### config.mk
export PLATFORM = sky130hd
export DESIGN_NAME = csv_decimal_row_parser
export DESIGN_NICKNAME = d
export VERILOG_FILES = /design/src/rtl/cdrp_pkg.sv /design/src/rtl/cdrp_front.sv /design/src/rtl/cdrp_fifo.sv /design/src/rtl/cdrp_back.sv /design/src/rtl/csv_decimal_row_parser.sv
export SDC_FILE = /design/constraint.sdc
export NUM_CORES = 1
export LEC_CHECK = 0
export ABC_CLOCK_PERIOD_IN_PS = 5500
export BUFFER_PORTS_ARGS = -buffer_cell sky130_fd_sc_hd__buf_2
export CAP_MARGIN = 5
export CELL_PAD_IN_SITES_DETAIL_PLACEMENT = 0
export CELL_PAD_IN_SITES_GLOBAL_PLACEMENT = 2
export CORE_MARGIN = 3
export CORE_UTILIZATION = 40
export CTS_CLUSTER_DIAMETER = 120
export DETAILED_ROUTE_END_ITERATION = 10
export GPL_TIMING_DRIVEN = 0
export HOLD_SLACK_MARGIN = 0.05
export PLACE_DENSITY_LB_ADDON = 0.1
export SYNTH_ARGS = -nofsm -noshare
export SYNTH_HDL_FRONTEND = slang
export SYNTH_SLANG_ARGS = --single-unit
### constraint.sdc
create_clock -name clk_i -period 5.5 [get_ports clk_i]
set_input_delay 0.275 -clock clk_i [delete_from_list [all_inputs] [get_ports clk_i]]
set_output_delay 0.275 -clock clk_i [all_outputs]
set_load 0.02 [all_outputs]
### src/rtl/cdrp_pkg.sv
`default_nettype none
package cdrp_pkg;

  localparam int unsigned CFG_W   = 8;
  localparam int unsigned MANT_W  = 31;
  localparam int unsigned FRAC_W  = 4;
  localparam int unsigned COUNT_W = 6;
  localparam int unsigned LEN_W   = 8;

  localparam logic [7:0] SEP_BYTE   = 8'h2C;
  localparam logic [7:0] MINUS_BYTE = 8'h2D;
  localparam logic [7:0] POINT_BYTE = 8'h2E;
  localparam logic [7:0] ZERO_BYTE  = 8'h30;
  localparam logic [7:0] NINE_BYTE  = 8'h39;

  localparam logic [COUNT_W-1:0] MAX_FIELDS_RST  = 6'd20;
  localparam logic [LEN_W-1:0]   MIN_ROW_LEN_RST = 8'd4;

  typedef enum logic {
    CFG_MAX_FIELDS  = 1'b0,
    CFG_MIN_ROW_LEN = 1'b1
  } cfg_idx_e;

  typedef enum logic [2:0] {
    OP_NONE,
    OP_DIGIT,
    OP_MINUS,
    OP_POINT,
    OP_SEP
  } op_e;

  typedef enum logic [1:0] {
    STATUS_OK    = 2'd0,
    STATUS_SHORT = 2'd1,
    STATUS_ZERO  = 2'd2
  } row_status_e;

  typedef struct packed {
    logic [7:0] char_byte;
    logic       row_last;
  } in_item_t;

  typedef struct packed {
    logic signed [MANT_W-1:0] value_mantissa;
    logic [FRAC_W-1:0]        frac_digits;
    logic                     has_value;
    logic                     digits_dropped;
    logic                     row_end;
    logic [COUNT_W-1:0]       field_count;
    logic [1:0]               row_status;
  } out_item_t;

  // classified byte handed from front to back
  typedef struct packed {
    op_e        op;
    logic [3:0] digit;
    logic       last;
    logic       short_row;
  } op_word_t;

endpackage
`default_nettype wire

### src/rtl/cdrp_front.sv
`default_nettype none
module cdrp_front (
  input  logic                   clk_i,
  input  logic                   rst_ni,
  input  logic                   in_valid_i,
  output logic                   in_stall_o,
  input  cdrp_pkg::in_item_t     in_data_i,
  input  logic [7:0]             min_row_len_i,
  output logic                   push_o,
  output cdrp_pkg::op_word_t     push_word_o,
  input  logic                   full_i
);
  import cdrp_pkg::*;

  logic             at_start_q, at_start_d;
  logic [LEN_W-1:0] bytes_q, bytes_d;
  logic [LEN_W-1:0] bytes_inc;
  logic             accept;
  logic [7:0]       c;

  assign c          = in_data_i.char_byte;
  assign in_stall_o = full_i;
  assign accept     = in_valid_i && !full_i;
  assign push_o     = accept;

  always_comb begin
    bytes_inc = (bytes_q == {LEN_W{1'b1}}) ? bytes_q : bytes_q + 1'b1;

    push_word_o.digit     = c[3:0];
    push_word_o.last      = in_data_i.row_last;
    push_word_o.short_row = bytes_inc < min_row_len_i;
    if (c == SEP_BYTE) begin
      push_word_o.op = OP_SEP;
    end else if (c == MINUS_BYTE && at_start_q) begin
      push_word_o.op = OP_MINUS;
    end else if (c == POINT_BYTE) begin
      push_word_o.op = OP_POINT;
    end else if (c >= ZERO_BYTE && c <= NINE_BYTE) begin
      push_word_o.op = OP_DIGIT;
    end else begin
      push_word_o.op = OP_NONE;
    end

    at_start_d = at_start_q;
    bytes_d    = bytes_q;
    if (accept) begin
      if (in_data_i.row_last) begin
        at_start_d = 1'b1;
        bytes_d    = '0;
      end else begin
        at_start_d = (c == SEP_BYTE);
        bytes_d    = bytes_inc;
      end
    end
  end

  always_ff @(posedge clk_i or negedge rst_ni) begin
    if (!rst_ni) begin
      at_start_q <= 1'b1;
      bytes_q    <= '0;
    end else begin
      at_start_q <= at_start_d;
      bytes_q    <= bytes_d;
    end
  end

endmodule
`default_nettype wire

### src/rtl/cdrp_fifo.sv
`default_nettype none
module cdrp_fifo #(
  parameter int unsigned Depth = 4
) (
  input  logic               clk_i,
  input  logic               rst_ni,
  input  logic               push_i,
  input  cdrp_pkg::op_word_t push_word_i,
  output logic               full_o,
  input  logic               pop_i,
  output cdrp_pkg::op_word_t pop_word_o,
  output logic               empty_o
);
  import cdrp_pkg::*;

  localparam int unsigned PtrW = $clog2(Depth);
  localparam int unsigned CntW = $clog2(Depth + 1);
  localparam logic [PtrW-1:0] LastPtr = PtrW'(Depth - 1);
  localparam logic [CntW-1:0] FullCnt = CntW'(Depth);

  op_word_t        mem_q [Depth];
  logic [PtrW-1:0] wr_ptr_q, wr_ptr_d;
  logic [PtrW-1:0] rd_ptr_q, rd_ptr_d;
  logic [CntW-1:0] cnt_q, cnt_d;

  assign full_o     = (cnt_q == FullCnt);
  assign empty_o    = (cnt_q == '0);
  assign pop_word_o = mem_q[rd_ptr_q];

  always_comb begin
    wr_ptr_d = wr_ptr_q;
    rd_ptr_d = rd_ptr_q;
    cnt_d    = cnt_q;
    if (push_i) begin
      wr_ptr_d = (wr_ptr_q == LastPtr) ? '0 : wr_ptr_q + 1'b1;
    end
    if (pop_i) begin
      rd_ptr_d = (rd_ptr_q == LastPtr) ? '0 : rd_ptr_q + 1'b1;
    end
    case ({push_i, pop_i})
      2'b10:   cnt_d = cnt_q + 1'b1;
      2'b01:   cnt_d = cnt_q - 1'b1;
      default: cnt_d = cnt_q;
    endcase
  end

  always_ff @(posedge clk_i or negedge rst_ni) begin
    if (!rst_ni) begin
      wr_ptr_q <= '0;
      rd_ptr_q <= '0;
      cnt_q    <= '0;
    end else begin
      wr_ptr_q <= wr_ptr_d;
      rd_ptr_q <= rd_ptr_d;
      cnt_q    <= cnt_d;
    end
  end

  always_ff @(posedge clk_i) begin
    if (push_i) begin
      mem_q[wr_ptr_q] <= push_word_i;
    end
  end

endmodule
`default_nettype wire

### src/rtl/cdrp_back.sv
`default_nettype none
module cdrp_back #(
  parameter int unsigned MaxDigits = 9
) (
  input  logic                    clk_i,
  input  logic                    rst_ni,
  input  cdrp_pkg::op_word_t      word_i,
  input  logic                    word_valid_i,
  output logic                    pop_o,
  input  logic [5:0]              max_fields_i,
  output logic                    out_valid_o,
  input  logic                    out_stall_i,
  output cdrp_pkg::out_item_t     out_data_o
);
  import cdrp_pkg::*;

  localparam int unsigned Keep = (MaxDigits < 9) ? MaxDigits : 9;
  localparam int unsigned AccW = $clog2(10 ** Keep);
  localparam int unsigned DcW  = $clog2(Keep + 1);
  localparam logic [DcW-1:0] KeepCnt = DcW'(Keep);

  logic [AccW-1:0]    acc_q, acc_d;
  logic [DcW-1:0]     dcnt_q, dcnt_d;
  logic [DcW-1:0]     frac_q, frac_d;
  logic               pt_q, pt_d;
  logic               neg_q, neg_d;
  logic               drop_q, drop_d;
  logic [COUNT_W-1:0] fields_q, fields_n;
  logic               fz_q, fz_n;

  logic [AccW+3:0]    acc_x10;
  logic [MANT_W-1:0]  mag;
  logic               closing, store, emit, ready;
  out_item_t          res;
  logic               out_valid_q;
  out_item_t          out_q;

  assign ready       = !out_valid_q || !out_stall_i;
  assign pop_o       = word_valid_i && ready;
  assign out_valid_o = out_valid_q;
  assign out_data_o  = out_q;

  always_comb begin
    acc_x10 = {1'b0, acc_q, 3'b000} + {3'b000, acc_q, 1'b0} + {{AccW{1'b0}}, word_i.digit};
    acc_d   = acc_q;
    dcnt_d  = dcnt_q;
    frac_d  = frac_q;
    pt_d    = pt_q;
    neg_d   = neg_q;
    drop_d  = drop_q;
    unique case (word_i.op)
      OP_DIGIT: begin
        if (dcnt_q < KeepCnt) begin
          acc_d  = acc_x10[AccW-1:0];
          dcnt_d = dcnt_q + 1'b1;
          if (pt_q) begin
            frac_d = frac_q + 1'b1;
          end
        end else begin
          drop_d = 1'b1;
        end
      end
      OP_MINUS: neg_d = 1'b1;
      OP_POINT: pt_d = 1'b1;
      default: ;
    endcase

    closing  = (word_i.op == OP_SEP) || word_i.last;
    store    = closing && (fields_q < max_fields_i);
    emit     = store || word_i.last;
    fields_n = fields_q + COUNT_W'(store);
    fz_n     = (store && fields_q == '0) ? (acc_d == '0) : fz_q;
    mag      = MANT_W'(acc_d);

    res = '0;
    if (store) begin
      res.value_mantissa = neg_d ? -mag : mag;
      res.frac_digits    = FRAC_W'(frac_d);
      res.has_value      = 1'b1;
      res.digits_dropped = drop_d;
    end
    if (word_i.last) begin
      res.row_end     = 1'b1;
      res.field_count = fields_n;
      if (word_i.short_row) begin
        res.row_status = STATUS_SHORT;
      end else if (fields_n != '0 && fz_n) begin
        res.row_status = STATUS_ZERO;
      end else begin
        res.row_status = STATUS_OK;
      end
    end
  end

  always_ff @(posedge clk_i or negedge rst_ni) begin
    if (!rst_ni) begin
      acc_q       <= '0;
      dcnt_q      <= '0;
      frac_q      <= '0;
      pt_q        <= 1'b0;
      neg_q       <= 1'b0;
      drop_q      <= 1'b0;
      fields_q    <= '0;
      fz_q        <= 1'b0;
      out_valid_q <= 1'b0;
    end else begin
      if (pop_o) begin
        if (closing) begin
          acc_q  <= '0;
          dcnt_q <= '0;
          frac_q <= '0;
          pt_q   <= 1'b0;
          neg_q  <= 1'b0;
          drop_q <= 1'b0;
        end else begin
          acc_q  <= acc_d;
          dcnt_q <= dcnt_d;
          frac_q <= frac_d;
          pt_q   <= pt_d;
          neg_q  <= neg_d;
          drop_q <= drop_d;
        end
        if (word_i.last) begin
          fields_q <= '0;
          fz_q     <= 1'b0;
        end else if (closing) begin
          fields_q <= fields_n;
          fz_q     <= fz_n;
        end
      end
      if (pop_o && emit) begin
        out_valid_q <= 1'b1;
      end else if (!out_stall_i) begin
        out_valid_q <= 1'b0;
      end
    end
  end

  always_ff @(posedge clk_i) begin
    if (pop_o && emit) begin
      out_q <= res;
    end
  end

endmodule
`default_nettype wire

### src/rtl/csv_decimal_row_parser.sv
`default_nettype none
// Parses a comma-separated ASCII row, one byte word per cycle sustained, into exact decimal
// fields (signed mantissa plus fraction digit count). A byte is classified on entry and
// queued; the back end takes one queued word per cycle while its output is not stalled, and
// its multiply-by-ten-and-add on the field accumulator sets that rate. Results are
// registered; the input stalls only when the queue fills behind a stalled output.
module csv_decimal_row_parser #(
  parameter int unsigned MAX_DIGITS = 9,
  parameter int unsigned FIFO_DEPTH = 4
) (
  input  logic                        clk_i,
  input  logic                        rst_ni,
  input  logic                        cfg_we_i,
  input  logic [0:0]                  cfg_index_i,
  input  logic [cdrp_pkg::CFG_W-1:0]  cfg_wdata_i,
  input  logic                        in_valid_i,
  output logic                        in_stall_o,
  input  cdrp_pkg::in_item_t          in_data_i,
  output logic                        out_valid_o,
  input  logic                        out_stall_i,
  output cdrp_pkg::out_item_t         out_data_o
);
  import cdrp_pkg::*;

  logic [COUNT_W-1:0] max_fields_q;
  logic [LEN_W-1:0]   min_row_len_q;

  logic     push, full, pop, empty;
  op_word_t push_word, pop_word;

  always_ff @(posedge clk_i or negedge rst_ni) begin
    if (!rst_ni) begin
      max_fields_q  <= MAX_FIELDS_RST;
      min_row_len_q <= MIN_ROW_LEN_RST;
    end else if (cfg_we_i) begin
      if (cfg_index_i == CFG_MAX_FIELDS) begin
        max_fields_q <= cfg_wdata_i[COUNT_W-1:0];
      end else begin
        min_row_len_q <= cfg_wdata_i[LEN_W-1:0];
      end
    end
  end

  cdrp_front u_front (
    .clk_i         (clk_i),
    .rst_ni        (rst_ni),
    .in_valid_i    (in_valid_i),
    .in_stall_o    (in_stall_o),
    .in_data_i     (in_data_i),
    .min_row_len_i (min_row_len_q),
    .push_o        (push),
    .push_word_o   (push_word),
    .full_i        (full)
  );

  cdrp_fifo #(
    .Depth (FIFO_DEPTH)
  ) u_fifo (
    .clk_i       (clk_i),
    .rst_ni      (rst_ni),
    .push_i      (push),
    .push_word_i (push_word),
    .full_o      (full),
    .pop_i       (pop),
    .pop_word_o  (pop_word),
    .empty_o     (empty)
  );

  cdrp_back #(
    .MaxDigits (MAX_DIGITS)
  ) u_back (
    .clk_i        (clk_i),
    .rst_ni       (rst_ni),
    .word_i       (pop_word),
    .word_valid_i (!empty),
    .pop_o        (pop),
    .max_fields_i (max_fields_q),
    .out_valid_o  (out_valid_o),
    .out_stall_i  (out_stall_i),
    .out_data_o   (out_data_o)
  );

endmodule
`default_nettype wire

==> impl_metrics.json <==
{
  "drc": 0,
  "start_util_pct": 41.0,
  "fin_crit_sh_pct": 95.9,
  "p_per_area_mw_per_mm2": 466,
  "r2r-start": "u_fifo.rd_ptr_q[0]",
  "crit_required_ps": 5660,
  "rr_worst_depth": 15,
  "period_minus_slack_ps": 5280,
  "setup_viol": 0,
  "synth-warning-count": 0,
  "hold_end": "max_fields_q[5]",
  "min_path_type": "input pin to flip-flop",
  "whs_ps": 65.6,
  "wl_per_cell_um": 19.0,
  "clockBufferDepth": 2,
  "max_stage_delay_ps": 570,
  "num_io_pins": 71,
  "syn_nets": 1111,
  "netlist.area_leader.share_pct": 24.5,
  "grtUsageTotal_pct": 20.8,
  "design_area_mm2": 0.0115,
  "grt-ovfl-total": 0,
  "die-width_um": 165,
  "postSynthCellCount": 1006,
  "dieArea_mm2": 0.0271,
  "max_freq_ghz": 0.190,
  "rsz0062_at_grt": "yes",
  "r2r_end": "u_back.out_data_o[43]",
  "core_mm2": 0.0245,
  "drt-initial-drc-count": 552,
  "via_per_inst": 5.51,
  "route.vias.total": 7897,
  "yosysMostFrequentCell": "nand2_1",
  "slowest_stage": "mux4_1",
  "wl_met3_um": 1010,
  "critPathKind": "flip-flop to flip-flop",
  "r2r_setup_slack_ps": 220,
  "nNetsFinal": 1202,
  "numClockSinks": 161,
  "power_leakage_nw": 4.98,
  "die_h_um": 165,
  "cts_setup_buffers": 0,
  "outcome": "complete, no violations",
  "synth.area.top_cells": "edfxtp_1 (24%), dfrtp_1 (19%), ha_1 (9.8%), o21ai_0 (4.2%), nand2_1 (4.1%)",
  "finClkSkew_ps": 14.8,
  "htree_num_levels": 4,
  "wl_met1_um": 13900,
  "insertion_delay_ps": 440,
  "crit_top_cell": "fa_1",
  "top_layer": "met4",
  "ys_types": 72,
  "synth_area_per_cell_um2": 10.0,
  "drt-total-wl_um": 27200,
  "cp_cell_sequence": "buf_6, mux4_1, inv_1, fa_1, fa_1, nand2b_1, a211oi_2, o21ai_0, xor2_1, a31oi_1, nor3_4, nand4_2, o41ai_2, xnor2_1, nor2_1",
  "antenna_found_initial": 0,
  "slew_violations": 0,
  "area_growth_pct": 14.5,
  "synth_area_leader_cell": "edfxtp_1",
  "placed_area_mm2": 0.0109,
  "place_ws_ps": -679,
  "worstHoldPathCells": 3,
  "cp.arrival_ps": 5440,
  "finalHoldViolCount": 0,
  "grt_pass1_wl_um": 43500,
  "max_slew_margin_pct": 24.7,
  "synthArstFlopShare_pct": 49.1,
  "yosys-top-cells-count": "nand2_1 (109), nor2_1 (95), o21ai_0 (84), edfxtp_1 (82), ha_1 (79)",
  "grt_pass1_vias": 7624,
  "clk_pin_slew_ps": 70,
  "port_buffers": 70,
  "gp_congestion": 0.814,
  "syn_area_mm2": 0.0101,
  "vdd_ir_drop_max_v": 0.000256,
  "drive_gt1_share_pct": 13.6,
  "synth-edff-count": 82,
  "fin_cells": 1434,
  "ys_ff_latch": 161,
  "dp_hpwl_um": 20600,
  "crit_path_end_kind": "flip-flop",
  "wl_met2_um": 12200,
  "drtPass1Iterations": 5,
  "cap_violations": 0,
  "holdCritStartpoint": "cfg_wdata_i[5]",
  "startpoint_type": "flip-flop",
  "diodes": 0,
  "fp-row-count": 57,
  "yosysSeqAreaShare_pct": 44.2,
  "cts_made_buffers": 17,
  "synthFlopType": "edfxtp_1",
  "fin_ws_ps": 223,
  "worstPathMaxFanout": 10,
  "total_power_w": 0.00537,
  "antenna_left": 0,
  "dp.cells": 1402,
  "root_buffer": "clkbuf_16",
  "tightest_slew_ps": 1120,
  "grt_max_degree": 45,
  "cts_tree": "yes"
}
cell usage in the layout (no fill, tap or decap), drive strengths merged, types with 14 or more instances in the layout:
| master | netlist | layout |
|---|---|---|
| ha | 79 | 79 |
| nand3 | 15 | 15 |
| and2 | 16 | 16 |
| dfrtp | 75 | 75 |
| a21o | 15 | 15 |
| nor2 | 95 | 95 |
| xor2 | 29 | 29 |
| inv | 38 | 48 |
| nand4 | 14 | 14 |
| a31oi | 14 | 14 |
| edfxtp | 82 | 82 |
| nor3 | 23 | 23 |
| a21oi | 55 | 55 |
| mux2i | 16 | 16 |
| clkbuf | 29 | 47 |
| nand2 | 110 | 110 |
| a22o | 20 | 20 |
| buf | 8 | 78 |
| o21ai | 87 | 87 |
| xnor2 | 28 | 28 |
registers in the layout, summed over array words and instances, names as in the netlist, 2 cells and up:
name	flops
u_back.out_data_o	46
u_fifo.mem_q	36
u_back.acc_q	30
min_row_len_q	8
u_front.bytes_q	8
max_fields_q	6
u_back.fields_q	6
u_back.dcnt_q	4
u_back.frac_q	4
u_fifo.cnt_q	3
u_fifo.rd_ptr_q	2
u_fifo.wr_ptr_q	2
power breakdown:
group / internal, W / leakage (nW) / switching [W]
Clock: 0.000600 / 0.269 / 0.000553
Sequential: 0.00168 / 1.82 / 0.000136
Combinational: 0.000768 / 2.89 / 0.00164
metal layers:
metal	vias up	track usage (%)
met3	14	3.06
met1	3849	31.5
met2	146	31.9
met5	-	0
li1	3888	-
met4	0	3.81
kinds of logic (layout without fill, tap and decap cells):
family | after synthesis | in the layout | share of synthesized area [%]
AOI/OAI and AO/OA | 263 | 263 | 16.8
xor gates and xnor gates | 57 | 57 | 4.96
adders and majority gates | 82 | 82 | 10.4
buffers and inverters | 75 | 179 | 2.98
DFF | 161 | 161 | 44.2
muxes | 35 | 35 | 4.87
and+or+nand+nor | 333 | 333 | 15.8
worst max-delay path by stage:
| stage | start | endpoint | slack [ps] | cells after the start |
|---|---|---|---|---|
| 2_1_floorplan | u_fifo.rd_ptr_q[1] | u_back.out_data_o[0] | 800 | 8 |
| 3_3_place_gp | u_fifo.rd_ptr_q[1] | u_back.out_data_o[5] | -750 | 8 |
| 3_5_place_dp | u_fifo.rd_ptr_q[1] | u_back.out_data_o[43] | -680 | 17 |
| 4_1_cts | u_fifo.rd_ptr_q[0] | u_back.out_data_o[43] | 2 | 16 |
| 5_1_grt | u_fifo.rd_ptr_q[0] | u_back.out_data_o[42] | -60 | 15 |
| 6_report | u_fifo.rd_ptr_q[0] | u_back.out_data_o[43] | 220 | 15 |
final cells by class:
cell class | count | area, µm²
Clock inverter | 15 | 139
Buffer | 36 | 163
Multi-Input combinational cell | 770 | 5400
Inverter | 38 | 143
Fill cell | 2357 | 13000
Timing Repair Buffer | 73 | 410
Sequential cell | 161 | 4440
Clock buffer | 17 | 425
Tap cell | 324 | 405
metrics by stage:
step | setup TNS [ps] | utilization, %
final | 0 | 47.0
after global routing | -60.4 | 47.0
after global placement | -40610 | 44.1
after detailed placement | -5560 | 44.3
after CTS | 0 | 46.8
after floorplan | 0 | -
worst max-delay path, delay by kind of cell, from the launching register on:
| family | cells | cell delay [ps] |
|---|---|---|
| AO/OA/AOI/OAI | 4 | 1320 |
| XOR/XNOR | 2 | 580 |
| adder cells (fa/ha/maj) | 2 | 960 |
| buffers and inverters | 2 | 290 |
| flip-flops | 1 | 440 |
| multiplexers | 1 | 570 |
| AND/OR/NAND/NOR | 4 | 840 |
repair_timing:
item	CTS	global route
pin swaps	0	0
setup endpoints to repair	19	14
hold buffers	1	0
hold endpoints to repair	35	0
gates resized for setup	9	10
Note: power is estimated with default switching activity, not from simulation.
